===== src/rmt_ram.sv =====
// Generic single-write, single-read RAM with registered read data.
module rmt_ram #(
    parameter int WIDTH = 8,
    parameter int DEPTH = 16
) (
    input  logic                     clk,
    input  logic                     we,
    input  logic [$clog2(DEPTH)-1:0] waddr,
    input  logic [WIDTH-1:0]         wdata,
    input  logic [$clog2(DEPTH)-1:0] raddr,
    output logic [WIDTH-1:0]         rdata
);
    logic [WIDTH-1:0] mem [DEPTH];

    always_ff @(posedge clk)
    begin
        if (we)
        begin
            mem[waddr] <= wdata;
        end
        rdata <= mem[raddr];
    end
endmodule

===== config.mk =====
export PLATFORM = sky130hd
export DESIGN_NAME = rmt_ram
export DESIGN_NICKNAME = d
export VERILOG_FILES = /design/src/rmt_ram.sv
export SDC_FILE = /design/constraint.sdc
export NUM_CORES = 1
export LEC_CHECK = 0
export BUFFER_PORTS_ARGS = -buffer_cell sky130_fd_sc_hd__buf_4
export CAP_MARGIN = 10
export CORE_MARGIN = 8
export CORE_UTILIZATION = 50
export CTS_CLUSTER_SIZE = 12
export DETAILED_ROUTE_END_ITERATION = 12
export GPL_ROUTABILITY_DRIVEN = 0
export PLACE_DENSITY = 0.7
export SYNTH_ARGS = -nofsm -noshare
export SYNTH_HDL_FRONTEND = slang
export SYNTH_SLANG_ARGS = --single-unit
export TNS_END_PERCENT = 50

===== constraint.sdc =====
create_clock -name clk -period 1.6 [get_ports clk]
set_clock_uncertainty 0.1 [all_clocks]
set_input_delay 0.16 -clock clk [delete_from_list [all_inputs] [get_ports clk]]
set_output_delay 0.16 -clock clk [all_outputs]
set_load 0.01 [all_outputs]

==> impl_metrics.ini <==
[synth]
yosysTopAreaCell = sky130_fd_sc_hd__edfxtp_1
synth.yosys.warnings = 0
syn_avg_cell_area_sq_um = 22.48
post_synth_instance_area_sq_um = 5147
syn_inst = 229
synth_seq_area_share_pct = 77.78
synthDistinctLibCells = 19
ys_seq_elements = 136
synth_top_area_share_pct = 74.67
post_synth_main_area_contributors = sky130_fd_sc_hd__edfxtp_1, sky130_fd_sc_hd__mux4_2, sky130_fd_sc_hd__mux4_1, sky130_fd_sc_hd__dfxtp_1, sky130_fd_sc_hd__a22oi_1
syn_nets = 247

[setup_path]
worst_path_largest_cell_delay_ps = 480
timing.critical_path.to_type = flop
reg2regPathDepth = 4
maximum_net_fanout_on_the_critical_path = 1
worstSetupPathType = flop to flop
critical_path.slowest_cell = sky130_fd_sc_hd__mux4_2
critPathLaunchType = flop
endpoint_arrival_time_on_the_critical_path_ps = 1780
regToRegSetupSlack_ps = 110
critical_path_required_ps = 1900
worst_r2r_endpoint = rdata[7]
path_cells = mux4_2, a22oi_1, buf_4, nand2_1
r2r_start = mem[8][7]

[global_route]
global_route.usage.total_pct = 15.29
pin_count_of_the_biggest_net_entering_global_routing = 17
antenna_found_initial = 0
first_pass_grt_wire_length_mm = 15.36
globalRouteOverflowTotal = 0
number_of_global_route_vias_before_repair = 2647

[cts]
post-cts-setup-buffers = 0
tritoncts_sink_count = 136
cts_hold_repair.buffers = 8
post_cts_resized = 0
clk-insertion-delay-late_ps = 510
path_clk_slew_ps = 60
tritoncts.num_buffers = 17
tritoncts_clock_tree = built
ctsLongestPathBuffers = 2
htree_levels = 4
cts-root-buf = sky130_fd_sc_hd__clkbuf_8

[run_status]
outcome = complete, no violations

[min_path]
hold_path_end = mem[0][0]
worst_hold_path_type = primary input to flop
holdPathStages = 3
worst_hold_startpoint = waddr[1]

[route]
remaining_drc_errors = 0
initialDrtViolationCount = 190
vias = 2510
route.detailed.vias_per_inst = 5.578
firstDrtPassIters = 4
route.final.wire_length_mm = 9.960
routedWlPerCell_um = 22.13
drt.antenna.violating_nets = 0

[timing]
drv_slew = 0
timing_worst_slew_pin_value_ps = 730.2
rsz0062_at_grt = false
setup_viol_count_final = 0
fmax_mhz = 673.3
setup_slack_ps = 114.8
final_hold_violations = 0
slew_headroom_pct = 51.22
timing.final.crit_share_pct = 92.82
final_period_minus_worst_setup_slack_ps = 1485

[floorplanning]
rows = 37
placeableCoreArea_sq_um = 10140
pin_count = 26
starting_density_of_the_core_pct = 50.77
area_of_the_die_sq_um = 13800
floorplan.die.height_um = 117.5
dieWidth_um = 117.5

[power_and_ir_drop]
p_leak_nw = 2.211
ir_drop_mv = 0.6418
power_density_nw_per_um2 = 1303

[placed_design]
placed_cells = 410
place.detailed.hpwl_mm = 6.417
post-place-ws_ps = -68.60
portBuffers = 25

[final_layout]
seqCellArea_sq_um = 4004
final_nets = 319
insertedDiodeCount = 0
most_common_cell_after_layout_fill_and_taps_aside = sky130_fd_sc_hd__edfxtp_1
multi_input_comb_area_sq_um = 1062
syn2layout_area_growth_pct = 23.65
n_fill_cell = 664
final-instance-count-excl-fill = 450
most-common-layout-cells = sky130_fd_sc_hd__edfxtp_1, sky130_fd_sc_hd__buf_4, sky130_fd_sc_hd__mux4_2, sky130_fd_sc_hd__a22oi_1, sky130_fd_sc_hd__clkbuf_16
final_layout_size_suffix_gt1_share_pct = 33.12

[job]
max-cap-violations = 0
[cell families after synthesis]
family                 count (synthesis)  synth area share, %
multiplexers                          32                15.02
AND/OR/NAND/NOR                       35                3.184
buffers and inverters                 10                1.677
AO/OA/AOI/OAI                         16                2.334
flip-flops                           136                77.78
[cell usage after synthesis]
library cell                      number
sky130_fd_sc_hd__and2b_1               1
sky130_fd_sc_hd__and2_1                1
sky130_fd_sc_hd__mux4_2               18
sky130_fd_sc_hd__clkdlybuf4s25_2       3
sky130_fd_sc_hd__nand3_1               1
sky130_fd_sc_hd__mux4_1               14
sky130_fd_sc_hd__or3b_2                1
sky130_fd_sc_hd__buf_2                 3
sky130_fd_sc_hd__a22oi_1              16
sky130_fd_sc_hd__nand2b_1              2
sky130_fd_sc_hd__dfxtp_1               8
sky130_fd_sc_hd__edfxtp_1            128
sky130_fd_sc_hd__nor3_1                4
sky130_fd_sc_hd__nor2b_1               1
sky130_fd_sc_hd__nand3b_1              2
sky130_fd_sc_hd__nor2_1               13
sky130_fd_sc_hd__buf_6                 3
sky130_fd_sc_hd__buf_4                 1
sky130_fd_sc_hd__nand2_1               9
[metrics by stage]
| stage | hold slack [ps] | power, mW | area (sq um) | utilization (%) | setup TNS [ps] |
|---|---|---|---|---|---|
| after floorplan | 158.9 | 4.288 | 5152 | - | 0 |
| after global placement | 361.0 | 4.500 | 5687 | 56.09 | -171.6 |
| after detailed placement | 364.8 | 4.512 | 5687 | 56.09 | -193.8 |
| after CTS | 39.12 | 8.366 | 6365 | 62.78 | 0 |
| after global routing | 55.95 | 8.544 | 6365 | 62.78 | 0 |
| final | 68.21 | 8.290 | 6365 | 62.78 | 0 |
[power by group]
| part | internal [mW] | switching [mW] |
|---|---|---|
| Combinational | 0.219 | 0.220 |
| Sequential | 3.98 | 0.0243 |
| Clock | 2.53 | 1.31 |
[per-layer routing]
layer | GRT usage, % | part of all wire (%) | routed length (um) | vias up
met5 | 0 | 0 | 0 | -
met1 | 18.17 | 40 | 3964 | 1301
met4 | 7.606 | 1.7 | 165 | 0
met3 | 4.844 | 5.2 | 515 | 12
li1 | - | - | - | 1115
met2 | 24.76 | 53 | 5315 | 82
[layout make-up]
class	count	area share [%]
Clock buffer	24	7.549
Clock inverter	8	1.848
Multi-Input combinational cell	83	16.69
Sequential cell	136	62.91
Tap cell	136	2.673
Timing Repair Buffer	63	8.335
[worst max path at each step]
stage	to	depth (start not counted)	slack, ps	startpoint
2_1_floorplan	mem[3][0]	2	70	waddr[2]
3_3_place_gp	rdata[0]	5	-70	raddr[0]
3_5_place_dp	rdata[0]	5	-70	raddr[0]
4_1_cts	rdata[4]	3	120	mem[9][4]
5_1_grt	rdata[6]	3	90	mem[10][6]
6_report	rdata[7]	4	110	mem[8][7]
[state kept, by name, summed over array words and instances, names as in the netlist]
register,count
mem,128
rdata,8
[critical path: cells and delay by family (launching register included)]
| kind | cells | cell delay (ps) |
|---|---|---|
| flip-flops | 1 | 370 |
| multiplexers | 1 | 480 |
| buffers and inverters | 1 | 160 |
| AND/OR/NAND/NOR | 1 | 40 |
| AO/OA/AOI/OAI | 1 | 230 |
(Power assumes the default switching activity.)
